[src/hdl/bdms_pkg.sv]
// bdms_pkg: shared types and constants for the button debounce / mode select block.
// No dependencies; used by the config interface and all modules.
package bdms_pkg;

	localparam int NUM_BUTTONS = 3;
	localparam int STEP_W      = 8;
	localparam int PERIOD_W    = 16;
	localparam int CFG_IDX_W   = 2;
	localparam int CFG_DATA_W  = 16;

	// button order inside sample vectors
	localparam int BTN_MODE  = 0;
	localparam int BTN_PLUS  = 1;
	localparam int BTN_MINUS = 2;

	typedef enum logic [1:0] {
		BTN_IDLE    = 2'd0,
		BTN_PRE     = 2'd1,
		BTN_PRESSED = 2'd2,
		BTN_POST    = 2'd3
	} btn_state_t;

	typedef enum logic [1:0] {
		MODE_WATCH     = 2'd0,
		MODE_SET       = 2'd1,
		MODE_STOPWATCH = 2'd2
	} run_mode_t;

	typedef enum logic [CFG_IDX_W-1:0] {
		REG_TICK_STEP     = 2'd0,
		REG_SAMPLE_PERIOD = 2'd1,
		REG_PUSHED_LEVEL  = 2'd2,
		REG_UNUSED        = 2'd3
	} cfg_reg_t;

	localparam logic [STEP_W-1:0]   TICK_STEP_RST     = 8'd1;
	localparam logic [PERIOD_W-1:0] SAMPLE_PERIOD_RST = 16'd20;
	localparam logic                PUSHED_LEVEL_RST  = 1'b1;

	typedef struct packed {
		logic [STEP_W-1:0]   tick_step;
		logic [PERIOD_W-1:0] sample_period;
		logic                pushed_level;
	} cfg_t;

	typedef struct packed {
		logic [1:0] mode_button_state;
		logic [1:0] plus_button_state;
		logic [1:0] minus_button_state;
		logic [1:0] run_mode;
		logic       sampled;
	} result_t;

	typedef struct packed {
		logic main_v;
		logic skid_v;
	} buf_stat_t;

endpackage

[src/hdl/bdms_ifs.sv]
// bdms channel interfaces: tick requests in, results out, config writes.
// Depends on bdms_pkg for widths.
interface bdms_tick_if;
	logic valid;
	logic ready;
	logic raw_mode_button;
	logic raw_plus_button;
	logic raw_minus_button;
	modport source (output valid, raw_mode_button, raw_plus_button, raw_minus_button,
		input ready);
	modport sink (input valid, raw_mode_button, raw_plus_button, raw_minus_button,
		output ready);
endinterface

interface bdms_res_if;
	logic       valid;
	logic       ready;
	logic [1:0] mode_button_state;
	logic [1:0] plus_button_state;
	logic [1:0] minus_button_state;
	logic [1:0] run_mode;
	logic       sampled;
	modport source (output valid, mode_button_state, plus_button_state, minus_button_state,
		run_mode, sampled, input ready);
	modport sink (input valid, mode_button_state, plus_button_state, minus_button_state,
		run_mode, sampled, output ready);
endinterface

interface bdms_cfg_if;
	logic                             valid;
	logic                             ready;
	logic [bdms_pkg::CFG_IDX_W-1:0]  index;
	logic [bdms_pkg::CFG_DATA_W-1:0] data;
	modport source (output valid, index, data, input ready);
	modport sink (input valid, index, data, output ready);
endinterface

[src/hdl/bdms_debounce.sv]
// bdms_debounce: four-state debounce next-state logic for one button.
// Depends on bdms_pkg (btn_state_t).
module bdms_debounce (
	input  bdms_pkg::btn_state_t state,
	input  logic                 older,
	input  logic                 newer,
	output bdms_pkg::btn_state_t next
);
	logic both_pushed;
	logic both_released;

	assign both_pushed   = older & newer;
	assign both_released = ~older & ~newer;

	always_comb begin
		unique case (state)
			bdms_pkg::BTN_IDLE:    next = both_pushed ? bdms_pkg::BTN_PRE : bdms_pkg::BTN_IDLE;
			bdms_pkg::BTN_PRE:     next = both_pushed ? bdms_pkg::BTN_PRESSED : bdms_pkg::BTN_PRE;
			bdms_pkg::BTN_PRESSED: next = both_released ? bdms_pkg::BTN_POST
				: bdms_pkg::BTN_PRESSED;
			default:               next = both_released ? bdms_pkg::BTN_IDLE : bdms_pkg::BTN_POST;
		endcase
	end
endmodule

[src/hdl/bdms_core.sv]
// bdms_core: tick accumulator, sample shift registers, debounce states, mode counter.
// Depends on bdms_pkg and bdms_debounce.
module bdms_core (
	input  logic                               clk,
	input  logic                               arst_n,
	input  logic                               step,
	input  logic [bdms_pkg::NUM_BUTTONS-1:0]  raw,
	input  bdms_pkg::cfg_t                     cfg,
	output bdms_pkg::result_t                  result
);
	logic [bdms_pkg::PERIOD_W-1:0]    acc_q;
	logic [bdms_pkg::NUM_BUTTONS-1:0] cur_q;
	bdms_pkg::btn_state_t             st_q   [bdms_pkg::NUM_BUTTONS];
	bdms_pkg::btn_state_t             st_nxt [bdms_pkg::NUM_BUTTONS];
	bdms_pkg::run_mode_t              mode_q;
	bdms_pkg::run_mode_t              mode_nxt;
	logic [bdms_pkg::PERIOD_W:0]      sum;
	logic                             hit;
	logic [bdms_pkg::NUM_BUTTONS-1:0] fresh;

	// 17-bit sum so a carry still counts as reaching the period
	assign sum   = {1'b0, acc_q} + {{(bdms_pkg::PERIOD_W + 1 - bdms_pkg::STEP_W){1'b0}},
		cfg.tick_step};
	assign hit   = (sum >= {1'b0, cfg.sample_period});
	assign fresh = ~(raw ^ {bdms_pkg::NUM_BUTTONS{cfg.pushed_level}});

	// older sample is the one held now, newer is the one being taken
	genvar g;
	generate
		for (g = 0; g < bdms_pkg::NUM_BUTTONS; g++) begin : g_btn
			bdms_debounce u_deb (
				.state (st_q[g]),
				.older (cur_q[g]),
				.newer (fresh[g]),
				.next  (st_nxt[g])
			);
		end
	endgenerate

	always_comb begin
		unique case (mode_q)
			bdms_pkg::MODE_WATCH: mode_nxt = bdms_pkg::MODE_SET;
			bdms_pkg::MODE_SET:   mode_nxt = bdms_pkg::MODE_STOPWATCH;
			default:              mode_nxt = bdms_pkg::MODE_WATCH;
		endcase
	end

	// result as it will stand after this request
	always_comb begin
		result.sampled = hit;
		if (hit) begin
			result.mode_button_state  = st_nxt[bdms_pkg::BTN_MODE];
			result.plus_button_state  = st_nxt[bdms_pkg::BTN_PLUS];
			result.minus_button_state = st_nxt[bdms_pkg::BTN_MINUS];
			result.run_mode           = (st_q[bdms_pkg::BTN_MODE] == bdms_pkg::BTN_PRE)
				? mode_nxt : mode_q;
		end else begin
			result.mode_button_state  = st_q[bdms_pkg::BTN_MODE];
			result.plus_button_state  = st_q[bdms_pkg::BTN_PLUS];
			result.minus_button_state = st_q[bdms_pkg::BTN_MINUS];
			result.run_mode           = mode_q;
		end
	end

	always_ff @(posedge clk or negedge arst_n) begin
		if (!arst_n) begin
			acc_q  <= '0;
			cur_q  <= '0;
			mode_q <= bdms_pkg::MODE_WATCH;
			for (int i = 0; i < bdms_pkg::NUM_BUTTONS; i++) begin
				st_q[i] <= bdms_pkg::BTN_IDLE;
			end
		end else if (step) begin
			if (hit) begin
				acc_q  <= '0;
				cur_q  <= fresh;
				mode_q <= bdms_pkg::run_mode_t'(result.run_mode);
				for (int i = 0; i < bdms_pkg::NUM_BUTTONS; i++) begin
					st_q[i] <= st_nxt[i];
				end
			end else begin
				acc_q <= sum[bdms_pkg::PERIOD_W-1:0];
			end
		end
	end
endmodule

[src/hdl/bdms_out_buf.sv]
// bdms_out_buf: two-entry result buffer (output register plus skid register).
// Depends on bdms_pkg (result_t, buf_stat_t).
module bdms_out_buf (
	input  logic                clk,
	input  logic                arst_n,
	input  logic                push,
	input  bdms_pkg::result_t   din,
	input  logic                pop,
	output bdms_pkg::result_t   dout,
	output bdms_pkg::buf_stat_t stat
);
	bdms_pkg::result_t main_q;
	bdms_pkg::result_t skid_q;
	logic              main_v_q;
	logic              skid_v_q;

	assign dout        = main_q;
	assign stat.main_v = main_v_q;
	assign stat.skid_v = skid_v_q;

	// push only happens while skid is empty
	always_ff @(posedge clk or negedge arst_n) begin
		if (!arst_n) begin
			main_v_q <= 1'b0;
			skid_v_q <= 1'b0;
		end else begin
			if (push && pop) begin
				main_v_q <= 1'b1;
			end else if (push) begin
				if (main_v_q) begin
					skid_v_q <= 1'b1;
				end else begin
					main_v_q <= 1'b1;
				end
			end else if (pop) begin
				if (skid_v_q) begin
					skid_v_q <= 1'b0;
				end else begin
					main_v_q <= 1'b0;
				end
			end
		end
	end

	always_ff @(posedge clk) begin
		if (push && (pop || !main_v_q)) begin
			main_q <= din;
		end else if (push) begin
			skid_q <= din;
		end else if (pop && skid_v_q) begin
			main_q <= skid_q;
		end
	end
endmodule

[src/hdl/button_debounce_mode_select.sv]
// button_debounce_mode_select: three-button debouncer with a mode selector.
// Depends on bdms_pkg, bdms_ifs, bdms_core, bdms_debounce and bdms_out_buf.
//
//  channel | role   | moves
//  --------+--------+------------------------------------------------------
//  tick    | sink   | one timer tick request: raw mode / plus / minus levels
//  res     | source | debounce states, run mode, sampled flag per tick
//  cfg     | sink   | register write: index, data (always ready)
//
// One tick request is taken per cycle while the buffer has room; its result is written into the buffer then.
// The rate is set by the single state update in bdms_core (accumulator add
// and compare, three debounce FSMs, mode counter), done in the accept cycle.
// Results queue in a two-entry buffer, so a tick is still taken while one
// result waits; tick.ready drops only when both entries are full.
// Asynchronous reset clears the core state and buffer valid flags and loads the register reset values.
module button_debounce_mode_select (
	input  logic         clk,
	input  logic         arst_n,
	bdms_tick_if.sink    tick,
	bdms_res_if.source   res,
	bdms_cfg_if.sink     cfg
);
	bdms_pkg::cfg_t      cfg_q;
	bdms_pkg::result_t   core_res;
	bdms_pkg::result_t   buf_res;
	bdms_pkg::buf_stat_t stat;
	logic                tick_acc;
	logic                res_acc;
	logic [bdms_pkg::NUM_BUTTONS-1:0] raw;

	// ---- configuration registers ----
	assign cfg.ready = 1'b1;

	always_ff @(posedge clk or negedge arst_n) begin
		if (!arst_n) begin
			cfg_q.tick_step     <= bdms_pkg::TICK_STEP_RST;
			cfg_q.sample_period <= bdms_pkg::SAMPLE_PERIOD_RST;
			cfg_q.pushed_level  <= bdms_pkg::PUSHED_LEVEL_RST;
		end else if (cfg.valid && cfg.ready) begin
			unique case (bdms_pkg::cfg_reg_t'(cfg.index))
				bdms_pkg::REG_TICK_STEP:     cfg_q.tick_step <= cfg.data[bdms_pkg::STEP_W-1:0];
				bdms_pkg::REG_SAMPLE_PERIOD: cfg_q.sample_period <= cfg.data;
				bdms_pkg::REG_PUSHED_LEVEL:  cfg_q.pushed_level <= cfg.data[0];
				default: ;  // unmapped index: dropped
			endcase
		end
	end

	// ---- tick handshake ----
	// ready only depends on the skid entry, not on res.ready
	assign tick.ready = !stat.skid_v;
	assign tick_acc   = tick.valid && tick.ready;
	assign res_acc    = res.valid && res.ready;

	// sample vector layout: bit 0 mode, bit 1 plus, bit 2 minus
	assign raw[bdms_pkg::BTN_MODE]  = tick.raw_mode_button;
	assign raw[bdms_pkg::BTN_PLUS]  = tick.raw_plus_button;
	assign raw[bdms_pkg::BTN_MINUS] = tick.raw_minus_button;

	bdms_core u_core (
		.clk    (clk),
		.arst_n (arst_n),
		.step   (tick_acc),
		.raw    (raw),
		.cfg    (cfg_q),
		.result (core_res)
	);

	bdms_out_buf u_buf (
		.clk    (clk),
		.arst_n (arst_n),
		.push   (tick_acc),
		.din    (core_res),
		.pop    (res_acc),
		.dout   (buf_res),
		.stat   (stat)
	);

	// ---- result channel ----
	assign res.valid              = stat.main_v;
	assign res.mode_button_state  = buf_res.mode_button_state;
	assign res.plus_button_state  = buf_res.plus_button_state;
	assign res.minus_button_state = buf_res.minus_button_state;
	assign res.run_mode           = buf_res.run_mode;
	assign res.sampled            = buf_res.sampled;

	// ---- assertions ----
	// skid entry is never occupied with the main entry empty
	a_skid_order: assert property (@(posedge clk) disable iff (!arst_n)
		stat.skid_v |-> stat.main_v)
		else $error("skid entry valid while output entry empty");

	// a request taken into an empty buffer shows up on the next cycle
	a_fill: assert property (@(posedge clk) disable iff (!arst_n)
		tick_acc && !stat.main_v |=> stat.main_v)
		else $error("accepted tick did not produce a result");

	// a full, stalled buffer stays full
	a_hold: assert property (@(posedge clk) disable iff (!arst_n)
		stat.skid_v && !res.ready |=> stat.skid_v)
		else $error("buffered result lost under stall");

	// mode counter never reaches the unused code
	a_mode: assert property (@(posedge clk) disable iff (!arst_n)
		res.valid |-> (res.run_mode <= bdms_pkg::MODE_STOPWATCH))
		else $error("run mode out of range");
endmodule

[src/flat_wrapper.sv]
// flat-port wrapper written by rule: the top's interface ports become plain ports
module button_debounce_mode_select_flat 
  (clk, arst_n, tick_valid, tick_raw_mode_button, tick_raw_plus_button, tick_raw_minus_button, tick_ready, res_valid, res_mode_button_state, res_plus_button_state, res_minus_button_state, res_run_mode, res_sampled, res_ready, cfg_valid, cfg_index, cfg_data, cfg_ready);
  bdms_tick_if tick_i ();
  bdms_res_if res_i ();
  bdms_cfg_if cfg_i ();
  input  logic clk;
  input  logic arst_n;
  input wire logic [$bits(tick_i.valid)-1:0] tick_valid;
  input wire logic [$bits(tick_i.raw_mode_button)-1:0] tick_raw_mode_button;
  input wire logic [$bits(tick_i.raw_plus_button)-1:0] tick_raw_plus_button;
  input wire logic [$bits(tick_i.raw_minus_button)-1:0] tick_raw_minus_button;
  output wire logic [$bits(tick_i.ready)-1:0] tick_ready;
  output wire logic [$bits(res_i.valid)-1:0] res_valid;
  output wire logic [$bits(res_i.mode_button_state)-1:0] res_mode_button_state;
  output wire logic [$bits(res_i.plus_button_state)-1:0] res_plus_button_state;
  output wire logic [$bits(res_i.minus_button_state)-1:0] res_minus_button_state;
  output wire logic [$bits(res_i.run_mode)-1:0] res_run_mode;
  output wire logic [$bits(res_i.sampled)-1:0] res_sampled;
  input wire logic [$bits(res_i.ready)-1:0] res_ready;
  input wire logic [$bits(cfg_i.valid)-1:0] cfg_valid;
  input wire logic [$bits(cfg_i.index)-1:0] cfg_index;
  input wire logic [$bits(cfg_i.data)-1:0] cfg_data;
  output wire logic [$bits(cfg_i.ready)-1:0] cfg_ready;
  assign tick_i.valid = tick_valid;
  assign tick_i.raw_mode_button = tick_raw_mode_button;
  assign tick_i.raw_plus_button = tick_raw_plus_button;
  assign tick_i.raw_minus_button = tick_raw_minus_button;
  assign tick_ready = tick_i.ready;
  assign res_valid = res_i.valid;
  assign res_mode_button_state = res_i.mode_button_state;
  assign res_plus_button_state = res_i.plus_button_state;
  assign res_minus_button_state = res_i.minus_button_state;
  assign res_run_mode = res_i.run_mode;
  assign res_sampled = res_i.sampled;
  assign res_i.ready = res_ready;
  assign cfg_i.valid = cfg_valid;
  assign cfg_i.index = cfg_index;
  assign cfg_i.data = cfg_data;
  assign cfg_ready = cfg_i.ready;
  button_debounce_mode_select u_core (.clk(clk), .arst_n(arst_n), .tick(tick_i), .res(res_i), .cfg(cfg_i));
endmodule
[config.mk]
export PLATFORM = sky130hd
export DESIGN_NAME = button_debounce_mode_select_flat
export DESIGN_NICKNAME = d
export VERILOG_FILES = /design/src/hdl/bdms_pkg.sv /design/src/hdl/bdms_ifs.sv /design/src/hdl/bdms_debounce.sv /design/src/hdl/bdms_core.sv /design/src/hdl/bdms_out_buf.sv /design/src/hdl/button_debounce_mode_select.sv /design/src/flat_wrapper.sv
export SDC_FILE = /design/constraint.sdc
export NUM_CORES = 1
export LEC_CHECK = 0
export BUFFER_PORTS_ARGS = -buffer_cell sky130_fd_sc_hd__clkbuf_2
export CORE_UTILIZATION = 40
export DETAILED_ROUTE_END_ITERATION = 7
export GPL_TIMING_DRIVEN = 0
export HOLD_SLACK_MARGIN = 0.08
export PLACE_DENSITY_LB_ADDON = 0.25
export SLEW_MARGIN = 15
export SYNTH_ARGS = -nofsm -noshare
export SYNTH_HDL_FRONTEND = slang
export SYNTH_SLANG_ARGS = --single-unit
[constraint.sdc]
create_clock -name clk -period 4.3 [get_ports clk]
set_input_delay 1.29 -clock clk [delete_from_list [all_inputs] [get_ports clk]]
set_output_delay 1.29 -clock clk [all_outputs]
set_load 0.01 [all_outputs]
; Word-level counts from Yosys, hierarchy flattened
; Cells that the tools add are included.
[op_classes]
addsub = 1
magnitude_cmp = 1
n_eq_ne = 12
mux = 29
n_bitwise = 16
reduce_logical = 24
[ops]
columns = cell, n
row1 = 9-bit two-way mux, 3
row2 = 2-bit one-hot mux with 3 select lines, 3
row3 = 16-bit by 8-bit adder with 17-bit output, 1
row4 = 17-bit by 16-bit greater-or-equal comparator with 1-bit output, 1
row5 = 16-bit two-way mux, 1
row6 = 2-bit two-way mux, 7
row7 = 2-bit AND reduction, 7
row8 = 1-bit two-way mux, 13
row9 = 2-bit by 1-bit equality test with 1-bit output (second input constant), 5
row10 = 2-bit zero test, 5
row11 = 2-bit equality test (second input constant), 4
row12 = 8-bit two-way mux, 1
row13 = 1-bit inverter, 8
row14 = 1-bit bitwise AND, 6
row15 = 1-bit logical AND, 5
row16 = 2-bit by 1-bit inequality test with 1-bit output (second input constant), 2
row17 = 2-bit one-hot mux with 2 select lines, 1
row18 = 2-bit nonzero test, 2
row19 = 3-bit by 2-bit inequality test with 1-bit output (second input constant), 1
row20 = 3-bit inverter, 1
row21 = 3-bit AND reduction, 1
row22 = 3-bit nonzero test, 1
row23 = 3-bit bitwise XOR, 1
row24 = 1-bit zero test, 2
row25 = 1-bit logical OR, 1
[totals]
register_bits = 72
input_bits = 26
out_inout_bits = 12
elab_cells = 104

; Longest topological paths before layout
; Gate-level depths: netlist of run 1.
[logic_depth]
word_depth = 8
depth_mapped = 20
mapped_depth_nobuf = 18

; Cells and area by module
; From an unflattened synthesis of run 1, not the netlist that was laid out.
[hier_totals]
hier_cells = 366
hier_area_um2 = 4236.6
[modules_own_cells]
columns = mod, instances, cells_each, area_per_inst_um2, seq_area_each_um2
row1 = bdms_core, 1, 241, 2311.0, 675.6
row2 = button_debounce_mode_select, 1, 59, 997.2, 630.6
row3 = bdms_out_buf, 1, 42, 774.5, 590.6
row4 = bdms_debounce, 3, 8, 51.3, 0.0

; Least setup slack after synthesis of run 1
; Ideal clock, no wire load.
[synth_timing]
path_type = flip-flop to flip-flop
startpoint = register u_core.cfg_q[17] (netlist bit)
endpoint = register u_core.u_buf.main_q, in the netlist u_core.u_buf.dout[4], data pin
t_arrival_ps = 3904
path_slack_ps = 136
stages_incl_launch_ff = 19
period_less_slack_ps = 4164
cell_sequence = dfstp_2 > ha_1 > inv_1 > fa_1 > nor2b_1 > o31a_1 > o211a_1 > and4_1 > nand3_1 > xnor2_1 > ha_1 > nand3_1 > nor3_1 > o311ai_0 > o211ai_2 > nor2_2 > inv_2 > mux2_4 > mux2_2
[synth_lines]
columns = element, line_no
row1 = from (decl), button_debounce_mode_select.sv:23  ; bdms_pkg::cfg_t cfg_q;
row2 = to (signal assigned), bdms_out_buf.sv:47  ; main_q <= din;
row3 = to (signal assigned), bdms_out_buf.sv:51  ; main_q <= skid_q;
row4 = to (decl), bdms_out_buf.sv:12  ; bdms_pkg::result_t main_q;

==> results of run 1 <==
-- Yosys cell counts, drive strengths merged, types with 2 or more instances --
cell and number:
a21oi 16, clkbuf 5, nand2b 10, nand3 11, nor2 19, nand2 42, xnor2 14, inv 27
a31oi 2, a21o 5, buf 5, xor2 7, nand3b 4, o31ai 2, ha 25, dfstp 4
o21a 2, nor2b 2, or4 3, nor3 4, o21ai 38, dfrtp 50, o2bb2ai 3, mux2 38
edfxtp 18, o211ai 3
-- final cells by class --
type,instances,share of cell area [%]
Multi-Input combinational cell,267,43.4
Sequential cell,72,39.8
Timing Repair Buffer,46,5.49
Tap cell,133,3.49
Clock buffer,10,3.12
Inverter,28,2.20
Clock inverter,6,1.36
Buffer,9,1.13
-- worst paths after layout --
path	startpoint	end	slack, ns	depth (start not counted)
min in group asynchronous	arst_n	u_core.cfg_q[4]	1.03	1
max in group asynchronous	arst_n	u_core.u_core.cur_q[0]	2.76	1
hold reg to reg	u_core.u_core.acc_q[6]	u_core.u_core.acc_q[6]	0.48	2
setup / recovery	u_core.cfg_q[17]	u_core.u_buf.dout[6]	0.01	18
setup reg to reg	u_core.cfg_q[17]	u_core.u_buf.dout[6]	0.01	18
hold / removal	u_core.u_core.acc_q[6]	u_core.u_core.acc_q[6]	0.48	2
-- where the power goes --
group | switching [uW] | internal (uW)
sequential | 158 | 931
combinational | 707 | 608
clock | 270 | 304
-- worst max-delay path, stage by stage, from the launching register on --
cell      delay (ns)
dfstp_2         0.56
ha_4            0.15
inv_2           0.04
fa_2            0.40
nor2b_2         0.13
o31a_1          0.17
o211a_1         0.20
and4_4          0.27
nand3_4         0.09
xnor2_2         0.16
ha_1            0.32
nand3_2         0.10
nor3_4          0.24
o311ai_2        0.16
o211ai_2        0.29
nor2_2          0.07
inv_2           0.12
mux2_4          0.32
mux2_4          0.25
-- registers in the layout, indices dropped and copies added (netlist names) --
name,cells
u_core.u_buf.main_v_q,1
u_core.u_buf.skid_q,9
u_core.u_core.st_q,6
u_core.u_core.acc_q,16
u_core.u_core.cur_q,3
u_core.u_buf.dout,9
u_core.u_core.mode_q,2
u_core.u_buf.skid_v_q,1
u_core.cfg_q,25
-- repair_timing --
item	4_1_cts	5_1_grt
pin swaps	4	12
gates resized for setup	13	19
gates cloned	0	0
setup endpoints to repair	45	21
buffers inserted	4	6
-- cells by family after synthesis --
logic type                 Yosys count
adders and majority gates           26
buffers and inverters               38
xor gates and xnor gates            21
DFF                                 72
and+or+nand+nor                    101
muxes                               38
other                                1
AOI/OAI and AO/OA                   80
-- routing by layer --
| metal | vias to the layer above | GRT usage (%) |
|---|---|---|
| li1 | 1439 | - |
| met1 | 1387 | 20.5 |
| met2 | 55 | 27.3 |
| met3 | 11 | 3.15 |
| met4 | 0 | 8.02 |
| met5 | - | 0 |
-- metrics by stage --
stage	setup TNS (ns)	area, um2	power (uW)	instances	hold WS, ns
3_3_place_gp	-14.27	4350	2260	546	0.457
4_1_cts	0	4660	2950	566	0.485
6_report	0	4770	2980	571	0.484
5_1_grt	-1.16	4770	3230	571	0.505
2_1_floorplan	0	4000	2000	377	0.445
3_5_place_dp	-15.78	4360	2310	546	0.467
==> impl_metrics.toml, run 1 <==
[status]
status = "finished, final reports clean"

[drt]
wl_met1_um = 3800
top_layer = "met4"
post_drt_wl_per_cell_um = 13.8
via_per_inst = 5.06
drtIter0Drc = 76
drc_errors = 0
drt_wl_total_um = 7860
wl_met3_um = 217
ant_nets = 0
dr.pass1.iters = 4
wl_met2_um = 3690
via_count = 2892

[grt]
grt_pass1_vias = 2774
antenna_found_initial = 0
grt_overflow = 0
grt_pass1_wl_um = 12900
grt_max_degree = 55
grt_util_all_layers_pct = 16.4

[synth]
ys_async_sr_fraction_pct = 75.0
synth-seq-cells = 72
yosys-top-cells-area = "dfrtp_1 31%, edfxtp_1 14%, mux2_2 9.8%"
synth_top_family_by_area = "compound AO/OA/AOI/OAI gates"
syn_nets = 429
synth_flop_cell = "dfrtp_1"
synth_area_um2 = 4000
yosys.area_share.simple_pct = 12.1
yosysTopAreaCell = "dfrtp_1"
yosysWarnings = 0
syn_inst = 377
synth_compound_area_share_pct = 12.6
synth_xor_area_share_pct = 4.60
synth_seq_area_share_pct = 47.4
synth_mux_area_share_pct = 11.0
synth.top_cell.area_share_pct = 31.3
yosys.area_share.adder_pct = 8.32
synth_edf_count = 18
yosysUniqueCellTypes = 53
synth.avg_cell_area_um2 = 10.6

[timing]
worst_pin_slew_ns = 0.769
timing.final.ws_setup_ns = 0.0109
fin_worst_skew_ns = 0.00788
relSlewSlack_pct = 48.7
rsz0062_at_grt = "yes"
drv_slew = 0
finalSetupViolCount = 0
fmax_mhz = 233
min_period_over_period_pct = 99.7
hold_viol = 0
min_period_ns = 4.29

[critical_path]
end_kind = "register"
arrival_ns = 4.40
cp-start-kind = "register"
path_class = "register to register"
worstPathRequired_ns = 4.41
crit_fanout = 4

[cts]
cts.sinks = 72
clock_path_buffers = 2
numCtsBuffers = 9
cts_tree = "yes"
cts.clk_slew.worst_paths_ns = 0.08
h-tree-depth = 3
clk_latency_ns = 0.35
hold_buffers = 0
root_buffer = "clkbuf_8"

[placed_design]
dp_hpwl_um = 5610
numPortBuffers = 36
preCtsSetupSlack_ns = -0.638
gp_congestion = 0.763

[finish]
finish.utilization_pct = 49.0
final-seq-area_um2 = 1900
drive_gt1_share_pct = 29.9
final_cell_mix = "50 x dfrtp_1, 41 x nand2_1, 35 x clkbuf_2"
fillers = 907
n_antenna_cell = 0
multiInputGateArea_um2 = 2070
final_common_cell = "dfrtp_1"
nNetsFinal = 485
syn2layout_area_growth_pct = 19.1

[floorplanning]
ios = 38
dieWidth_um = 102
rows = 36
initial_core_util_pct = 41.1
die-area_um2 = 10400
die_y_um = 102
core-area_um2 = 9730

[run]
drv_cap = 0

[power_and_ir_drop]
leakagePower_uw = 0.00214
power_density_nw_per_um2 = 625
max-vdd-ir-drop_uv = 218

[min_path]
hold_path_class = "register to register"
Power figures use the tool's default switching activity.
==> run 2: changes to the inputs <==
--- a/config.mk
+++ b/config.mk
@@ -10,7 +10,6 @@
 export DETAILED_ROUTE_END_ITERATION = 7
 export GPL_TIMING_DRIVEN = 0
 export HOLD_SLACK_MARGIN = 0.08
-export PLACE_DENSITY_LB_ADDON = 0.25
 export SLEW_MARGIN = 15
 export SYNTH_ARGS = -nofsm -noshare
 export SYNTH_HDL_FRONTEND = slang
==> impl_metrics.toml, run 2 (synthesis gave the netlist of run 1 again) <==
[floorplanning]
ios = 38
rows = 36
dieWidth_um = 102
die_y_um = 102
core-area_um2 = 9730
initial_core_util_pct = 41.1
die-area_um2 = 10400

[placed_design]
gp_congestion = 0.763
numPortBuffers = 36
dp_hpwl_um = 5650

[status]
status = "finished, final reports clean"

[critical_path]
cp_common_cell = "inv_2"
cp-start-kind = "register"
end_kind = "register"
rrSetupSlack_ns = 0.09
cpMaxStageDelayCell = "dfstp_2"
worstPathCellList = "ha_4 -> inv_2 -> fa_2 -> nor2b_2 -> o31a_1 -> o211a_1 -> and4_4 -> nand3_4 -> xnor2_2 -> ha_1 -> nand3_2 -> nor3_4 -> o311ai_2 -> o211ai_2 -> nor2_2 -> inv_2 -> mux2_4 -> mux2_2"
rr_worst_depth = 18
arrival_ns = 4.31
crit_fanout = 4
worstPathRequired_ns = 4.40
critPathMaxStageDelay_ns = 0.55
path_class = "register to register"

[cts]
cts.sinks = 72
cts.clk_slew.worst_paths_ns = 0.08
cts_tree = "yes"
root_buffer = "clkbuf_8"
h-tree-depth = 3
hold_buffers = 0
clock_path_buffers = 2
numCtsBuffers = 9
clk_latency_ns = 0.34

[drt]
drc_errors = 0
ant_nets = 0
drtIter0Drc = 113
dr.pass1.iters = 4
via_per_inst = 5.10
post_drt_wl_per_cell_um = 14.0
via_count = 2946
drt_wl_total_um = 8110

[finish]
top_regs = "u_core.cfg_q x25, u_core.u_core.acc_q x16"
syn2layout_area_growth_pct = 20.9
drive_gt1_share_pct = 31.0
top_register = "u_core.cfg_q"
final_cell_mix = "50 x dfrtp_1, 42 x nand2_1, 35 x clkbuf_2"
largest_reg_flops = 25
n_antenna_cell = 0
final_common_cell = "dfrtp_1"
fillers = 928
nNetsFinal = 492

[timing]
fin_worst_skew_ns = 0.00785
finalSetupViolCount = 0
relSlewSlack_pct = 48.9
worst_pin_slew_ns = 0.767
fin_worst_hold_slack_ns = 0.476
drv_slew = 0
hold_viol = 0
min_period_over_period_pct = 97.8
rsz0062_at_grt = "yes"
fmax_mhz = 238
setup_tns_ns = 0
min_period_ns = 4.21

[power_and_ir_drop]
power_density_nw_per_um2 = 644
max-vdd-ir-drop_uv = 266
leakagePower_uw = 0.00220

[min_path]
hold_depth = 2
hold_path_class = "register to register"

[grt]
antenna_found_initial = 0
grt_util_all_layers_pct = 17.0
grt_pass1_vias = 2873
grt_pass1_wl_um = 13600
grt_max_degree = 55
grt_overflow = 0

[run]
drv_cap = 0
## run 2: power by group
group          internal, uW  total [uW]  switching, uW
clock                   386         659            273
sequential              931        1090            156
combinational           636        1370            735
## run 2: per-stage QoR
step	cells	setup WS, ns	instance area, um2	total power (uW)	util (%)
after global routing	578	-0.0520	4840	3370	49.8
after floorplan	377	0.136	4000	2000	-
final	578	0.0946	4840	3120	49.8
after CTS	573	0.00487	4720	3050	48.5
after detailed placement	546	-0.614	4360	2310	44.8
after global placement	546	-0.612	4350	2260	44.7
## run 2: final cells by class
| type | instances | area (um2) | share of cell area, % |
|---|---|---|---|
| clock inverters | 7 | 120 | 2.48 |
| plain buffers | 9 | 53.8 | 1.11 |
| repair buffers | 53 | 310 | 6.41 |
| multi-input cells | 267 | 2060 | 42.6 |
| flip-flops and latches | 72 | 1900 | 39.2 |
| inverters | 28 | 105 | 2.17 |
| well taps | 133 | 166 | 3.44 |
| clock buffers | 9 | 124 | 2.56 |
## run 2: worst max-delay path: cells and delay by family, from the launching register on
kind                     cells  cell delay (ns)
AO/OA/AOI/OAI                4             0.79
XOR/XNOR                     1             0.16
adder cells (fa/ha/maj)      3             0.80
buffers and inverters        2             0.15
flip-flops                   1             0.55
multiplexers                 2             0.57
AND/OR/NAND/NOR              6             0.95
## run 2: routing by layer
metal	wire length [um]	up-vias	part of all wire (%)	global-route usage, %
li1	-	1459	-	-
met2	3890	54	48	28.5
met1	3850	1424	47	22.3
met4	101	0	1.2	5.71
met5	0	-	0	0
met3	275	9	3.4	2.94
## run 2: path summary, 6_finish.rpt
path,from,endpoint
worst max-delay path,u_core.cfg_q[17],u_core.u_buf.dout[6]
worst min register to register,u_core.u_core.acc_q[6],u_core.u_core.acc_q[6]
max in group asynchronous,arst_n,u_core.cfg_q[1]
worst max register to register,u_core.cfg_q[17],u_core.u_buf.dout[6]
min in group asynchronous,arst_n,u_core.cfg_q[21]
worst min-delay path,u_core.u_core.acc_q[6],u_core.u_core.acc_q[6]
## run 2: repair_timing
item | in CTS | in global routing
gates resized for setup | 10 | 21
endpoints found under the setup margin | 45 | 40
pin swaps | 5 | 10
buffers inserted | 11 | 6
==> run 3: changes to the inputs <==
--- a/config.mk
+++ b/config.mk
@@ -6,7 +6,7 @@
 export NUM_CORES = 1
 export LEC_CHECK = 0
 export BUFFER_PORTS_ARGS = -buffer_cell sky130_fd_sc_hd__clkbuf_2
-export CORE_UTILIZATION = 40
+export CORE_UTILIZATION = 35
 export DETAILED_ROUTE_END_ITERATION = 7
 export GPL_TIMING_DRIVEN = 0
 export HOLD_SLACK_MARGIN = 0.08
==> impl_metrics.toml, run 3 (synthesis gave the netlist of run 1 again) <==
[cts]
cts.sinks = 72
cts.clk_slew.worst_paths_ns = 0.06
hold_buffers = 0
clk_latency_ns = 0.34
root_buffer = "clkbuf_16"
cts_tree = "yes"
numCtsBuffers = 9
h-tree-depth = 3
clock_path_buffers = 2

[timing]
fin_worst_skew_ns = 0.00556
min_period_ns = 4.20
hold_viol = 0
rsz0062_at_grt = "yes"
drv_slew = 0
relSlewSlack_pct = 46.6
fmax_mhz = 238
worst_pin_slew_ns = 0.796
finalSetupViolCount = 0
timing.final.ws_setup_ns = 0.101
min_period_over_period_pct = 97.7

[floorplanning]
die-area_um2 = 11900
dieWidth_um = 109
initial_core_util_pct = 36.4
ios = 38
die_y_um = 109
rows = 38
core-area_um2 = 11000

[critical_path]
path_class = "register to register"
arrival_ns = 4.29
end_kind = "register"
worstPathRequired_ns = 4.39
crit_fanout = 5
cp-start-kind = "register"

[drt]
drt_wl_total_um = 8230
wl_met2_um = 3930
via_per_inst = 5.06
ant_nets = 0
wl_met3_um = 291
top_layer = "met4"
via_count = 2934
wl_met1_um = 3840
drc_errors = 0
drtIter0Drc = 142
dr.pass1.iters = 4
post_drt_wl_per_cell_um = 14.2

[run]
drv_cap = 0

[finish]
top_regs = "u_core.cfg_q x25, u_core.u_core.acc_q x16"
drive_gt1_share_pct = 29.8
final_cell_mix = "50 x dfrtp_1, 42 x nand2_1, 35 x clkbuf_2"
fin_area_um2 = 4880
nNetsFinal = 487
final_cells = 580
n_antenna_cell = 0
largest_reg_flops = 25
syn2layout_area_growth_pct = 21.9
final_common_cell = "dfrtp_1"
top_register = "u_core.cfg_q"

[power_and_ir_drop]
finalPower_uw = 3230
leakagePower_uw = 0.00219
power_density_nw_per_um2 = 663
max-vdd-ir-drop_uv = 240

[grt]
grt_max_degree = 55
grt_util_all_layers_pct = 15.9
grt_pass1_vias = 3014
grt_pass1_wl_um = 14400
grt_overflow = 0
antenna_found_initial = 0

[min_path]
hold_path_class = "register to register"

[status]
status = "finished, final reports clean"

[placed_design]
numPortBuffers = 36
preCtsSetupSlack_ns = -0.502
placed_area_um2 = 4370
placed_cells = 553
dp_hpwl_um = 5770
gp_congestion = 0.806
run 3: path summary, 6_finish.rpt:
check | end | slack, ns | start | depth (start not counted)
min in group asynchronous | u_core.u_core.acc_q[5] | 1.05 | arst_n | 1
max in group asynchronous | u_core.u_core.st_q[0] | 2.77 | arst_n | 1
max reg2reg | u_core.u_buf.dout[5] | 0.10 | u_core.cfg_q[17] | 18
max | u_core.u_buf.dout[5] | 0.10 | u_core.cfg_q[17] | 18
min | u_core.u_core.acc_q[5] | 0.47 | u_core.u_core.acc_q[5] | 2
min reg2reg | u_core.u_core.acc_q[5] | 0.47 | u_core.u_core.acc_q[5] | 2
run 3: metrics by stage:
| stage | util [%] | hold slack [ns] | TNS [ns] |
|---|---|---|---|
| floorplan | - | 0.445 | 0 |
| global route | 44.4 | 0.510 | -0.632 |
| global placement | 39.7 | 0.459 | -11.38 |
| detailed placement | 39.7 | 0.467 | -9.81 |
| CTS | 43.8 | 0.480 | 0 |
| finish | 44.4 | 0.473 | 0 |
run 3: critical path: stages (launching register included):
cell and delay (ns):
dfstp_2 0.55, ha_4 0.15, inv_2 0.04, fa_2 0.35, nor2b_2 0.15, o31a_1 0.18
o211a_1 0.21, and4_4 0.27, nand3_4 0.09, xnor2_2 0.15, ha_1 0.31, nand3_2 0.11
nor3_4 0.26, o311ai_2 0.14, o211ai_2 0.23, buf_4 0.20, o21ai_0 0.11, xnor2_1 0.18
mux2_2 0.28
run 3: layout make-up:
| class | instances | area (um2) |
|---|---|---|
| Clock inverter | 7 | 96.3 |
| Multi-Input combinational cell | 267 | 2050 |
| Sequential cell | 72 | 1900 |
| Inverter | 28 | 105 |
| Fill cell | 1055 | 6110 |
| Timing Repair Buffer | 48 | 273 |
| Buffer | 9 | 53.8 |
| Clock buffer | 9 | 225 |
| Tap cell | 140 | 175 |
run 3: layer usage:
layer / track usage [%] / vias up
li1: - / 1453
met1: 20.3 / 1414
met2: 26.6 / 55
met3: 2.51 / 12
met4: 7.14 / 0
met5: 0 / -
run 3: where the power goes:
part	internal, uW	switching (uW)
Combinational	610	722
Sequential	933	154
Clock	509	304
run 3: repair_timing:
item                       4_1_cts  5_1_grt
buffers inserted                11        1
hold endpoints to repair         0        0
setup endpoints to repair       43       41
gates resized for setup         13       14
pin swaps                        5       10
